File: config.mk
export PLATFORM = sky130hd
export DESIGN_NAME = indexed_vector_store
export DESIGN_NICKNAME = d
export VERILOG_FILES = /design/src/ivs_pkg.sv /design/src/ivs_ram.sv /design/src/ivs_store.sv /design/src/ivs_ctrl.sv /design/src/indexed_vector_store.sv
export SDC_FILE = /design/constraint.sdc
export NUM_CORES = 1
export LEC_CHECK = 0
export ABC_AREA = 1
export BUFFER_PORTS_ARGS = -buffer_cell sky130_fd_sc_hd__buf_2
export CORE_ASPECT_RATIO = 0.9
export CORE_MARGIN = 5
export CORE_UTILIZATION = 51
export DETAILED_ROUTE_END_ITERATION = 7
export GPL_TIMING_DRIVEN = 1
export HOLD_SLACK_MARGIN = 0.15
export PLACE_DENSITY = 0.67
export SYNTH_ARGS = -nofsm -noshare
export SYNTH_HDL_FRONTEND = slang
export SYNTH_SLANG_ARGS = --single-unit
File: constraint.sdc
create_clock -name clock -period 6.2 [get_ports clock]
set_input_delay 0.31 -clock clock [delete_from_list [all_inputs] [get_ports clock]]
set_output_delay 0.31 -clock clock [all_outputs]
set_load 0.05 [all_outputs]
File: src/ivs_pkg.sv
package ivs_pkg;

   localparam int DEPTH  = 16;
   localparam int WIDTH  = 32;
   localparam int ADDR_W = $clog2(DEPTH);
   localparam int CNT_W  = $clog2(DEPTH + 1);
   localparam int IDX_W  = 4;
   localparam int DATA_W = 32;
   localparam int LEN_W  = 5;
   localparam int CMP_W  = (CNT_W > IDX_W) ? CNT_W : IDX_W;

   typedef enum logic [1:0] {
      ACT_INSERT = 2'd0,
      ACT_REMOVE = 2'd1,
      ACT_PUSH   = 2'd2,
      ACT_POP    = 2'd3
   } ivs_action_type;

   typedef enum logic [1:0] {
      STAT_OK     = 2'd0,
      STAT_FULL   = 2'd1,
      STAT_BOUNDS = 2'd2,
      STAT_EMPTY  = 2'd3
   } ivs_status_type;

   typedef enum logic [2:0] {
      ST_IDLE,
      ST_EXEC,
      ST_GRAB,
      ST_SHIFT,
      ST_TRIM,
      ST_RESULT
   } ivs_state_type;

   typedef struct packed {
      ivs_action_type      action;
      logic [IDX_W-1:0]    index;
      logic [DATA_W-1:0]   item_data;
   } ivs_req_type;

   typedef struct packed {
      ivs_status_type      status;
      logic [DATA_W-1:0]   removed_data;
      logic [LEN_W-1:0]    length;
   } ivs_rsp_type;

   typedef struct packed {
      logic                wr_en;
      logic [ADDR_W-1:0]   wr_addr;
      logic [WIDTH-1:0]    wr_data;
      logic                rd_en;
      logic [ADDR_W-1:0]   rd_addr;
      logic                clr_en;
      logic [ADDR_W-1:0]   clr_addr;
   } ivs_mem_req_type;

endpackage

File: src/ivs_ram.sv
module ivs_ram #(
   parameter int DATA_W = 32,
   parameter int DEPTH  = 16
) (
   input  logic                     clock,
   input  logic                     wr_en,
   input  logic [$clog2(DEPTH)-1:0] wr_addr,
   input  logic [DATA_W-1:0]        wr_data,
   input  logic                     rd_en,
   input  logic [$clog2(DEPTH)-1:0] rd_addr,
   output logic [DATA_W-1:0]        rd_data
);

   logic [DATA_W-1:0] mem_ff [DEPTH];
   logic [DATA_W-1:0] rd_data_ff;

   always_ff @(posedge clock) begin
      if (wr_en) begin
         mem_ff[wr_addr] <= wr_data;
      end
      if (rd_en) begin
         rd_data_ff <= mem_ff[rd_addr];
      end
   end

   assign rd_data = rd_data_ff;

endmodule

File: src/ivs_store.sv
module ivs_store
   import ivs_pkg::*;
(
   input  logic            clock,
   input  logic            reset,
   input  ivs_mem_req_type mem_req,
   output logic [WIDTH-1:0] rd_data
);

   logic [DEPTH-1:0] valid_ff;
   logic [DEPTH-1:0] valid_in;
   logic             rd_valid_ff;
   logic             rd_valid_in;
   logic [WIDTH-1:0] ram_q;

   ivs_ram #(
      .DATA_W (WIDTH),
      .DEPTH  (DEPTH)
   ) u_ram (
      .clock   (clock),
      .wr_en   (mem_req.wr_en),
      .wr_addr (mem_req.wr_addr),
      .wr_data (mem_req.wr_data),
      .rd_en   (mem_req.rd_en),
      .rd_addr (mem_req.rd_addr),
      .rd_data (ram_q)
   );

   // unwritten or vacated slots read as zero
   always_comb begin
      valid_in = valid_ff;
      if (mem_req.clr_en) begin
         valid_in[mem_req.clr_addr] = 1'b0;
      end
      if (mem_req.wr_en) begin
         valid_in[mem_req.wr_addr] = 1'b1;
      end
      rd_valid_in = rd_valid_ff;
      if (mem_req.rd_en) begin
         rd_valid_in = valid_ff[mem_req.rd_addr];
      end
   end

   always_ff @(posedge clock) begin
      if (reset) begin
         valid_ff    <= '0;
         rd_valid_ff <= 1'b0;
      end else begin
         valid_ff    <= valid_in;
         rd_valid_ff <= rd_valid_in;
      end
   end

   assign rd_data = rd_valid_ff ? ram_q : '0;

endmodule

File: src/ivs_ctrl.sv
module ivs_ctrl
   import ivs_pkg::*;
(
   input  logic            clock,
   input  logic            reset,
   input  logic            req_valid,
   output logic            req_ready,
   input  ivs_req_type     req_data,
   output ivs_mem_req_type mem_req,
   input  logic [WIDTH-1:0] rd_data,
   output logic            done_valid,
   output ivs_rsp_type     done_data,
   input  logic            out_free
);

   ivs_state_type    state_ff, state_in;
   ivs_action_type   op_ff, op_in;
   logic [IDX_W-1:0] idx_ff, idx_in;
   logic [WIDTH-1:0] data_ff, data_in;
   logic [CNT_W-1:0] count_ff, count_in;
   logic [ADDR_W-1:0] ptr_ff, ptr_in;
   logic [WIDTH-1:0] taken_ff, taken_in;
   ivs_status_type   status_ff, status_in;

   logic [CMP_W-1:0] idx_cmp;
   logic [CMP_W-1:0] cnt_cmp;
   logic             ins_oob;
   logic             push_full;
   logic             is_empty;
   logic             rem_oob;
   logic             take_ok;
   logic [ADDR_W-1:0] take_pos;

   // shared pointer adder and compare for the shift loop
   logic [CNT_W-1:0] unit_off;
   logic [CNT_W-1:0] unit_sum;
   logic             unit_lt;

   assign idx_cmp   = CMP_W'(idx_ff);
   assign cnt_cmp   = CMP_W'(count_ff);
   assign ins_oob   = idx_cmp >= CMP_W'(DEPTH);
   assign push_full = count_ff == CNT_W'(DEPTH);
   assign is_empty  = count_ff == '0;
   assign rem_oob   = idx_cmp >= cnt_cmp;
   assign take_ok   = !is_empty && ((op_ff == ACT_POP) || !rem_oob);
   assign take_pos  = (op_ff == ACT_POP) ? ADDR_W'(count_ff - 1'b1) : ADDR_W'(idx_ff);

   assign unit_off = (state_ff == ST_SHIFT) ? CNT_W'(2) : CNT_W'(1);
   assign unit_sum = CNT_W'(ptr_ff) + unit_off;
   assign unit_lt  = unit_sum < count_ff;

   // next state
   always_comb begin
      state_in = state_ff;
      case (state_ff)
         ST_IDLE: begin
            if (req_valid) begin
               state_in = ST_EXEC;
            end
         end
         ST_EXEC: begin
            if (((op_ff == ACT_REMOVE) || (op_ff == ACT_POP)) && take_ok) begin
               state_in = ST_GRAB;
            end else begin
               state_in = ST_RESULT;
            end
         end
         ST_GRAB, ST_SHIFT: begin
            state_in = unit_lt ? ST_SHIFT : ST_TRIM;
         end
         ST_TRIM: begin
            state_in = ST_RESULT;
         end
         ST_RESULT: begin
            if (out_free) begin
               state_in = ST_IDLE;
            end
         end
         default: begin
            state_in = ST_IDLE;
         end
      endcase
   end

   // datapath registers
   always_comb begin
      op_in     = op_ff;
      idx_in    = idx_ff;
      data_in   = data_ff;
      count_in  = count_ff;
      ptr_in    = ptr_ff;
      taken_in  = taken_ff;
      status_in = status_ff;
      case (state_ff)
         ST_IDLE: begin
            if (req_valid) begin
               op_in   = req_data.action;
               idx_in  = req_data.index;
               data_in = WIDTH'(req_data.item_data);
            end
         end
         ST_EXEC: begin
            taken_in  = '0;
            status_in = STAT_OK;
            ptr_in    = take_pos;
            case (op_ff)
               ACT_INSERT: begin
                  if (ins_oob) begin
                     status_in = STAT_BOUNDS;
                  end else if (cnt_cmp <= idx_cmp) begin
                     count_in = CNT_W'(idx_ff) + 1'b1;
                  end
               end
               ACT_PUSH: begin
                  if (push_full) begin
                     status_in = STAT_FULL;
                  end else begin
                     count_in = count_ff + 1'b1;
                  end
               end
               ACT_REMOVE: begin
                  if (is_empty) begin
                     status_in = STAT_EMPTY;
                  end else if (rem_oob) begin
                     status_in = STAT_BOUNDS;
                  end
               end
               ACT_POP: begin
                  if (is_empty) begin
                     status_in = STAT_EMPTY;
                  end
               end
               default: begin
                  status_in = STAT_OK;
               end
            endcase
         end
         ST_GRAB: begin
            taken_in = rd_data;
         end
         ST_SHIFT: begin
            ptr_in = ptr_ff + 1'b1;
         end
         ST_TRIM: begin
            count_in = count_ff - 1'b1;
         end
         default: begin
            op_in = op_ff;
         end
      endcase
   end

   // outputs
   always_comb begin
      req_ready        = 1'b0;
      done_valid       = 1'b0;
      mem_req          = '0;
      mem_req.wr_data  = data_ff;
      mem_req.wr_addr  = ADDR_W'(idx_ff);
      mem_req.rd_addr  = ADDR_W'(unit_sum);
      mem_req.clr_addr = ADDR_W'(count_ff - 1'b1);
      case (state_ff)
         ST_IDLE: begin
            req_ready = 1'b1;
         end
         ST_EXEC: begin
            mem_req.rd_addr = take_pos;
            if ((op_ff == ACT_INSERT) && !ins_oob) begin
               mem_req.wr_en = 1'b1;
            end else if ((op_ff == ACT_PUSH) && !push_full) begin
               mem_req.wr_en   = 1'b1;
               mem_req.wr_addr = ADDR_W'(count_ff);
            end else if (((op_ff == ACT_REMOVE) || (op_ff == ACT_POP)) && take_ok) begin
               mem_req.rd_en = 1'b1;
            end
         end
         ST_GRAB: begin
            mem_req.rd_en = unit_lt;
         end
         ST_SHIFT: begin
            mem_req.wr_en   = 1'b1;
            mem_req.wr_addr = ptr_ff;
            mem_req.wr_data = rd_data;
            mem_req.rd_en   = unit_lt;
         end
         ST_TRIM: begin
            mem_req.clr_en = 1'b1;
         end
         ST_RESULT: begin
            done_valid = 1'b1;
         end
         default: begin
            req_ready = 1'b0;
         end
      endcase
   end

   assign done_data.status       = status_ff;
   assign done_data.removed_data = DATA_W'(taken_ff);
   assign done_data.length       = LEN_W'(count_ff);

   always_ff @(posedge clock) begin
      if (reset) begin
         state_ff <= ST_IDLE;
         count_ff <= '0;
      end else begin
         state_ff <= state_in;
         count_ff <= count_in;
      end
   end

   always_ff @(posedge clock) begin
      op_ff     <= op_in;
      idx_ff    <= idx_in;
      data_ff   <= data_in;
      ptr_ff    <= ptr_in;
      taken_ff  <= taken_in;
      status_ff <= status_in;
   end

`ifndef SYNTHESIS
   a_count_cap: assert property (@(posedge clock) disable iff (reset)
      count_ff <= CNT_W'(DEPTH))
      else $error("entry count above capacity");

   a_shift_in_range: assert property (@(posedge clock) disable iff (reset)
      (state_ff == ST_SHIFT) |-> ((CNT_W'(ptr_ff) + 1'b1) < count_ff))
      else $error("shift source past end");

   a_trim_dec: assert property (@(posedge clock) disable iff (reset)
      (state_ff == ST_TRIM) |=> (count_ff == CNT_W'($past(count_ff) - 1'b1)))
      else $error("trim did not shorten count");

   a_fail_zero: assert property (@(posedge clock) disable iff (reset)
      (done_valid && (done_data.status != STAT_OK)) |-> (done_data.removed_data == '0))
      else $error("failed operation returned data");
`endif

endmodule

File: src/indexed_vector_store.sv
// Fixed-capacity vector of DEPTH words with insert, remove, push and pop; every request
// gets one response carrying status, removed word and the new length. A request is taken
// only while the sequencer is idle. Insert, push and any failed operation pass through the
// execute and result states. Remove and pop also pass through grab, then a shift state
// for each entry after the removed position, then trim: the later entries move down one per
// cycle through the single read port of the entry RAM.
// A finished response waits in an output register, so a new request can be taken while
// the previous response is still pending.
module indexed_vector_store
   import ivs_pkg::*;
(
   input  logic        clock,
   input  logic        reset,
   input  logic        req_valid,
   output logic        req_ready,
   input  ivs_req_type req_data,
   output logic        rsp_valid,
   input  logic        rsp_ready,
   output ivs_rsp_type rsp_data
);

   ivs_mem_req_type  mem_req;
   logic [WIDTH-1:0] rd_data;
   logic             done_valid;
   ivs_rsp_type      done_data;
   logic             out_free;
   logic             rsp_valid_ff, rsp_valid_in;
   ivs_rsp_type      rsp_data_ff, rsp_data_in;

   ivs_store u_store (
      .clock   (clock),
      .reset   (reset),
      .mem_req (mem_req),
      .rd_data (rd_data)
   );

   ivs_ctrl u_ctrl (
      .clock      (clock),
      .reset      (reset),
      .req_valid  (req_valid),
      .req_ready  (req_ready),
      .req_data   (req_data),
      .mem_req    (mem_req),
      .rd_data    (rd_data),
      .done_valid (done_valid),
      .done_data  (done_data),
      .out_free   (out_free)
   );

   assign out_free = !rsp_valid_ff || rsp_ready;

   always_comb begin
      rsp_valid_in = rsp_valid_ff;
      rsp_data_in  = rsp_data_ff;
      if (done_valid && out_free) begin
         rsp_valid_in = 1'b1;
         rsp_data_in  = done_data;
      end else if (rsp_ready) begin
         rsp_valid_in = 1'b0;
      end
   end

   always_ff @(posedge clock) begin
      if (reset) begin
         rsp_valid_ff <= 1'b0;
      end else begin
         rsp_valid_ff <= rsp_valid_in;
      end
   end

   always_ff @(posedge clock) begin
      rsp_data_ff <= rsp_data_in;
   end

   assign rsp_valid = rsp_valid_ff;
   assign rsp_data  = rsp_data_ff;

endmodule

* Word level (Yosys, flattened, before mapping)
Memory sizes are Yosys's and may differ from the RTL's. A register that Yosys moved wholly into a read port is not among the register bits. Index checks and enable logic that the tools add are counted.
Cells by class: $add $sub $neg 5, order comparisons 9, equality and inequality tests 15, muxes and demuxes 46, bitwise gates (word level) 3, reductions and logical operators 26
Operators with widths (count):
- $mux 32 | 2
- $pmux 32 s2 | 1
- $mux 16 | 2
- $pmux 5 s2 | 3
- $mux 5 | 4
- $and 16x16->16 | 1
- $not 16->16 | 1
- $or 16x16->16 | 1
- $lt 4x5->1 const B | 3
- $mux 1 | 15
- $pmux 3 s5 | 1
- $mux 3 | 4
- $mux 4 | 3
- $mux 2 | 5
- $demux 1 s4 | 2
- $ge 4x1->1 const B | 2
- $pmux 2 s4 | 1
- $pmux 4 s2 | 1
- $reduce_bool 2->1 | 4
- $logic_and 1x1->1 | 7
- $eq 3x2->1 const B | 2
- $eq 3x3->1 const B | 2
- $ne 3x3->1 const B | 2
- $add 4x1->5 const B | 1
- other kinds (25) | 34
Storage, ports and cells: register bits 141, memory bits (writable) 512, bits of input ports 42, logic and storage cells 119, memories 1
Memory list:
- u_store.u_ram.mem_ff | depth 16, width 32, read ports 1, clocked after Yosys merged registers in 1, wr ports 1, RTL line ivs_ram.sv:14 | logic [DATA_W-1:0] mem_ff [DEPTH];

* Longest topological paths before layout
Gate-level depths: netlist of run 1.
word-level depth 12, mapped depth 22, mapped depth without buffers 20

* Hierarchy
From an unflattened synthesis of run 1, not the netlist that was laid out.
Second synthesis, totals: cells, all modules 2803, area total of the unflattened synthesis 29580.9 um^2
Modules (own cells, without submodules):
- ivs_ram | times used 1, cells each 2120, area each 23050.9 um^2
- ivs_ctrl | times used 1, cells each 435, area each 4159.0 um^2
- indexed_vector_store | times used 1, cells each 45, area each 1218.7 um^2
- ivs_store | times used 1, cells each 203, area each 1152.4 um^2

* Worst setup path before layout of run 1
No wires, ideal clock.
path type reg-to-reg, start register u_ctrl.state_ff[0], end register rsp_data_ff, in the netlist rsp_data[0], enable pin, arrival 4.402 ns, data required time 5.667 ns, setup slack 1.265 ns, cell stages (with the launch flop) 3, cells stage by stage dfxtp_1 -> inv_1 -> nor4_1
Between the ends: cells in the longest elaborated chain, start to end 3
Ends and longest elaborated chain:
- start, declared | RTL line ivs_ctrl.sv:16 | ivs_state_type state_ff, state_in;
- start signal, assigned | RTL line ivs_ctrl.sv:207 | state_ff <= state_in;
- $eq 3x3->1 | RTL line ivs_ctrl.sv:162 | case (state_ff)
- $mux 1 | RTL line ivs_ctrl.sv:162
- $logic_and 1x1->1 | RTL line indexed_vector_store.sv:55 | if (done_valid && out_free) begin
- end signal, assigned | RTL line indexed_vector_store.sv:72 | rsp_data_ff <= rsp_data_in;
- end, declared | RTL line indexed_vector_store.sv:28 | ivs_rsp_type rsp_data_ff, rsp_data_in;
Every way passes these cells. A chain may end at the register's enable or synchronous reset.

* Worst setup path after layout of run 1
start register u_ctrl.count_ff[0] (netlist: u_ctrl.cnt_cmp[0]), end memory u_store.u_ram.mem_ff[15][24], enable pin
Between the ends: cells in the longest elaborated chain, start to end 8, elaborated cells on any way between the ends 9
Ends and longest elaborated chain:
- start, declared | RTL line ivs_ctrl.sv:20 | logic [CNT_W-1:0] count_ff, count_in;
- start signal, assigned | RTL line ivs_ctrl.sv:208 | count_ff <= count_in;
- $eq 5x5->1 | RTL line ivs_ctrl.sv:42 | assign push_full = count_ff == CNT_W'(DEPTH);
- $logic_not 1->1 | RTL line ivs_ctrl.sv:170 | end else if ((op_ff == ACT_PUSH) && !push_full) begin
- $logic_and 1x1->1 | RTL line ivs_ctrl.sv:170
- $mux 5 (*) | RTL line ivs_ctrl.sv:170
- $mux 1 | RTL line ivs_ctrl.sv:168 | if ((op_ff == ACT_INSERT) && !ins_oob) begin
- $pmux 5 s2 (*) | RTL line ivs_ctrl.sv:162
- $mux 1 | RTL line ivs_ram.sv:18 | if (wr_en) begin
- $mux 1 (implied by the code) | RTL line ivs_ram.sv:19 | mem_ff[wr_addr] <= wr_data;
- end, declared | RTL line ivs_ram.sv:14
Mark *: on every way between the ends. The rest lies on a longest branch, timed or not.

==> results.yml, run 1 <==
detailed_routing:
  wl_per_cell_um: 21.5
  remaining_drc_errors: 0
  routed_wl_mm: 66.4
  dr.pass1.iters: 5
  drtAntennaViolNets: 0
  drt_iter0_markers: 1619
  num_vias: 17600
  viasPerCell: 5.71
synthesis:
  synth_enable_flop_cells: 659
  synth_seq_cells: 685
  syn_area_um2: 27600
  syn-num-nets: 2272
  seq_area_frac_synth: 0.737
  synth_ff_type: "edfxtp_1"
  synthArstFlopShare: 0
  ys_warn_count: 0
  syn_inst: 2213
  syn_avg_cell_area_um2: 12.5
  synth_cell_types: 36
sta:
  clock_skew_ps: 19.9
  hold_viol: 0
  fin_crit_sh: 0.727
  setup_ws_ps: 1690
  relSlewSlack: 0.174
  slew_violations: 0
  worst_pin_slew_ps: 1230
  fmaxAchievable_ghz: 0.222
  tns_ps: 0
  min_period_ps: 4510
  setup_viol: 0
  rsz0062_at_grt: "false"
min_path:
  hold_class: "in2reg"
layout:
  synthToLayoutAreaGrowth_pct: 13.9
  fin_nets: 2388
  layout-drive-gt1-share: 0.113
  diodes: 0
global_routing:
  globalRouteOverflowTotal: 0
  grt_pass1_wl_mm: 100
  antenna_found_initial: 0
  globalRouteTotalUtil: 0.222
  grt_pass1_vias: 16500
  grt_max_degree: 176
placed_design:
  gp_congestion: 0.909
  port_buffers: 82
  pre_cts_slack_ps: 1840
  hpwlAfterDp_mm: 33.4
critical_path:
  r2r_setup_slack_ps: 1690
  cp-start-kind: "flop"
  crit_required_ps: 6460
  crit_path_max_incr_delay_ps: 880
  end_kind: "flop"
  cp_top_family: "simple AND/OR/NAND/NOR gates"
  cp_max_fo: 17
  worstPathArrival_ps: 4770
  crit_path_cell_trace: "clkinv_1 > ha_1 > inv_1 > nor2_1 > nand2_1 > nand2_2 > a31oi_1 > nand3_1 > nor2_4 > buf_4"
  cp_slowest_cell: "a31oi_1"
  critPathBufInv: 3
  critical_path_class: "reg2reg"
cts:
  cts.clk_slew.worst_paths_ps: 60
  ctsResizeCount: 0
  cts_buffers: 68
  clk-insertion-delay-late_ps: 600
  htreeDepth: 3
  cts.sinks: 685
  post-cts-setup-buffer-count: 0
  clock-root-buffer: "clkbuf_16"
  cts_hold_buffers: 40
  cts_tree: "yes"
  clock_path_buffers: 3
floorplan:
  coreArea_um2: 53300
  initial_core_util: 0.518
  rows: 80
  die_area_um2: 58800
  die_x_um: 255
  die_y_um: 231
  ios: 83
pwr:
  p_per_area_nw_per_um2: 505
  ir_drop_mv: 0.522
  power.leakage_uw: 0.0107
job:
  cap_viol_max_count: 0
status:
  status: "completed"
## final timing paths
path         cells after the start                           end                 from
max                             10  u_store.u_ram.mem_ff[15][24]    u_ctrl.cnt_cmp[0]
min                              2          u_store.valid_ff[11]                reset
max reg2reg                     10  u_store.u_ram.mem_ff[15][24]    u_ctrl.cnt_cmp[0]
min reg2reg                      0                  rsp_data[24]  u_ctrl.taken_ff[19]
## logic make-up after synthesis
logic type,after synthesis,synth area share
AOI/OAI and AO/OA,489,0.101
buffers and inverters,209,0.0342
adders and majority gates,17,0.00771
DFF,685,0.737
xor gates and xnor gates,4,0.00127
and+or+nand+nor,809,0.119
## sequential cells by signal (all words and copies together), names as in the netlist
signal and count:
rsp_data 39, rsp_valid 1, u_ctrl.cnt_cmp 5, u_ctrl.data_ff 32, u_ctrl.idx_ff 4, u_ctrl.op_ff 2, u_ctrl.ptr_ff 4, u_ctrl.state_ff 3
u_ctrl.status_ff 2, u_ctrl.taken_ff 32, u_store.rd_valid_ff 1, u_store.u_ram.mem_ff 512, u_store.u_ram.rd_data 32, u_store.valid_ff 16
## layout by cell type (no fill, tap or decap), types with 9 or more instances in the layout
cell	Yosys	final
nand2_1	203	197
edfxtp_1	659	659
buf_2	60	82
nor2_1	460	457
clkinv_1	2	17
ha_1	17	17
inv_2	5	19
o211ai_1	129	129
clkbuf_1	44	19
inv_1	75	61
dfxtp_1	26	26
dlygate4sd3_1	0	40
o21ai_1	67	69
o21ai_0	255	253
buf_4	14	49
a21oi_1	29	29
nand3_1	122	120
nand2_2	6	10
clkbuf_16	0	72
bufinv_16	0	9
## through the flow
stage          utilization  area [um^2]  hold slack, ps  instances  total power, uW
2_1_floorplan            -        27600             400       2213            10200
6_report             0.590        31400             180       3080            15800
3_5_place_dp         0.539        28700             405       2916            11600
3_3_place_gp         0.539        28700             401       2916            11500
5_1_grt              0.590        31400             190       3080            16800
4_1_cts              0.590        31400             152       3080            15900
## power by group
part	internal [uW]	switching (uW)
Clock	2520	1710
Combinational	1570	4030
Sequential	5860	156
Total	9950	5900
## per-layer routing
layer	part of all wire	up-vias	GRT usage
met1	0.45	8613	0.329
met4	0.021	0	0.0536
met2	0.46	662	0.349
li1	-	8207	-
met5	0	-	0
met3	0.067	94	0.0387
## final cells by class
| type | instances | area (um^2) |
|---|---|---|
| Clock buffer | 92 | 1890 |
| Timing Repair Buffer | 173 | 1220 |
| Clock inverter | 32 | 399 |
| Sequential cell | 685 | 20300 |
| Multi-Input combinational cell | 1319 | 6420 |
| Tap cell | 697 | 872 |
| Inverter | 82 | 308 |
| Fill cell | 4175 | 21800 |
## synthesized netlist by cell type (all sizes together) (2+ instances only)
cell    count  share of area
buf        82          0.017
clkbuf     45         0.0062
o22ai       4        0.00091
ha         17         0.0077
clkinv      2        0.00027
dfxtp      26          0.019
a31oi       3        0.00068
nor2      464          0.064
edfxtp    659           0.72
inv        80          0.011
o211ai    129          0.035
nand3     124          0.023
nand4       5         0.0014
nand2     211          0.030
a21oi      29         0.0053
o21ai     322          0.058
xor2        3        0.00095
nor3        2        0.00036
No activity file was read; power rests on OpenSTA's default activity.
==> run 2, diff against run 1 <==
--- a/config.mk
+++ b/config.mk
@@ -13,7 +13,7 @@
 export DETAILED_ROUTE_END_ITERATION = 7
 export GPL_TIMING_DRIVEN = 1
 export HOLD_SLACK_MARGIN = 0.15
-export PLACE_DENSITY = 0.67
+export PLACE_DENSITY = 0.7
 export SYNTH_ARGS = -nofsm -noshare
 export SYNTH_HDL_FRONTEND = slang
 export SYNTH_SLANG_ARGS = --single-unit
==> constraint.sdc (replaced) <==
create_clock -name clock -period 3.86 [get_ports clock]
set_input_delay 0.193 -clock clock [delete_from_list [all_inputs] [get_ports clock]]
set_output_delay 0.193 -clock clock [all_outputs]
set_load 0.05 [all_outputs]
==> results.yml, run 2 (same netlist as run 1, synthesis figures left out) <==
placed_design:
  placed_cells: 2946
  gp_congestion: 0.917
  hpwlAfterDp_mm: 37.5
  port_buffers: 82
detailed_routing:
  remaining_drc_errors: 0
  num_vias: 18100
  drt_iter0_markers: 2074
  wl_per_cell_um: 22.0
  dr.pass1.iters: 5
  drtAntennaViolNets: 0
  viasPerCell: 5.81
  routed_wl_mm: 68.5
layout:
  layout-drive-gt1-share: 0.123
  largest_reg_flops: 512
  fillers: 4146
  final_cells: 3114
  top_register: "u_store.u_ram.mem_ff"
  diodes: 0
  fin_nets: 2431
  final_common_cell: "edfxtp_1"
  synthToLayoutAreaGrowth_pct: 15.1
  final_cell_mix: "edfxtp_1 (659), nor2_1 (457), o21ai_0 (255)"
critical_path:
  crit_required_ps: 4160
  crit_top_cell: "nand2_1"
  cp-start-kind: "flop"
  cp_slowest_cell: "dfxtp_1"
  crit_path_max_incr_delay_ps: 480
  end_kind: "flop"
  cp_max_fo: 25
  worstPathArrival_ps: 3850
  crit_path_cell_trace: "clkinv_1 > ha_1 > inv_1 > nor2_1 > nand2_1 > nand2_2 > nand2_1 > nand2_1 > nand2_1 > nand2_1 > nor2_1 > nand3_1 > clkinv_1 > buf_12"
  critical_path_class: "reg2reg"
  critPathBufInv: 4
  cp_top_family: "simple AND/OR/NAND/NOR gates"
cts:
  cts_tree: "yes"
  cts.clk_slew.worst_paths_ps: 60
  clock_path_buffers: 3
  clk-insertion-delay-late_ps: 620
  htreeDepth: 3
  clock-root-buffer: "clkbuf_16"
  cts.sinks: 685
  cts_buffers: 69
global_routing:
  globalRouteOverflowTotal: 0
  grt_pass1_vias: 17600
  grt_pass1_wl_mm: 105
  globalRouteTotalUtil: 0.233
  antenna_found_initial: 1
  grt_max_degree: 90
sta:
  fmaxAchievable_ghz: 0.282
  setup_viol: 0
  fin_crit_sh: 0.919
  hold_viol: 0
  tns_ps: 0
  worst_pin_slew_ps: 1120
  relSlewSlack: 0.253
  min_period_ps: 3550
  clock_skew_ps: 20.7
  rsz0062_at_grt: "false"
  slew_violations: 0
floorplan:
  ios: 83
  rows: 80
  die_y_um: 231
  die_area_um2: 58800
  die_x_um: 255
  initial_core_util: 0.518
  coreArea_um2: 53300
pwr:
  p_per_area_nw_per_um2: 798
  power.leakage_uw: 0.0108
  p_total_uw: 25300
  ir_drop_mv: 0.469
job:
  cap_viol_max_count: 0
status:
  status: "completed"
min_path:
  hold_class: "in2reg"
[run 2: layout make-up]
| cell class | count | area [um^2] | share of cell area |
|---|---|---|---|
| sequential | 685 | 20300 | 0.640 |
| multi-input combinational | 1319 | 6420 | 0.202 |
| timing repair buffer | 215 | 1790 | 0.0564 |
| clock buffer | 84 | 1780 | 0.0562 |
| tap | 697 | 872 | 0.0275 |
| inverter | 82 | 315 | 0.00993 |
| clock inverter | 32 | 253 | 0.00796 |
[run 2: final timing paths]
kind | from | slack (ps) | depth (start not counted) | to
worst min register to register | u_ctrl.taken_ff[18] | 420 | 0 | rsp_data[23]
worst max-delay path | u_ctrl.cnt_cmp[0] | 310 | 14 | u_store.u_ram.mem_ff[12][22]
worst min-delay path | req_data[5] | 270 | 2 | u_ctrl.data_ff[5]
worst max register to register | u_ctrl.cnt_cmp[0] | 310 | 14 | u_store.u_ram.mem_ff[12][22]
[run 2: layer usage]
metal  global-route usage  up-vias  share of wire
met4               0.0689        0          0.023
li1                     -     8294              -
met1                0.348     8875           0.44
met3               0.0409      119          0.081
met5                    0        -              0
met2                0.355      794           0.46
[run 2: what timing repair did]
| action | in CTS | in global routing |
|---|---|---|
| buffers inserted | 0 | 9 |
| resized for setup | 0 | 2 |
| hold endpoints to repair | 59 | 0 |
| hold buffers | 43 | 0 |
| endpoints found under the setup margin | 0 | 42 |
[run 2: metrics by stage]
stage / setup WS (ps) / hold slack, ps / utilization / instance area (um^2)
after floorplan: 397 / 292 / - / 27600
after global placement: 260 / 369 / 0.548 / 29200
after detailed placement: 266 / 372 / 0.548 / 29200
after CTS: 239 / 240 / 0.595 / 31700
after global routing: 23.1 / 267 / 0.596 / 31700
final: 313 / 275 / 0.596 / 31700
[run 2: power by group]
part / switching [uW] / internal [uW] / total, uW
combinational: 6700 / 2800 / 9510
clock: 2770 / 3380 / 6150
sequential: 280 / 9410 / 9690
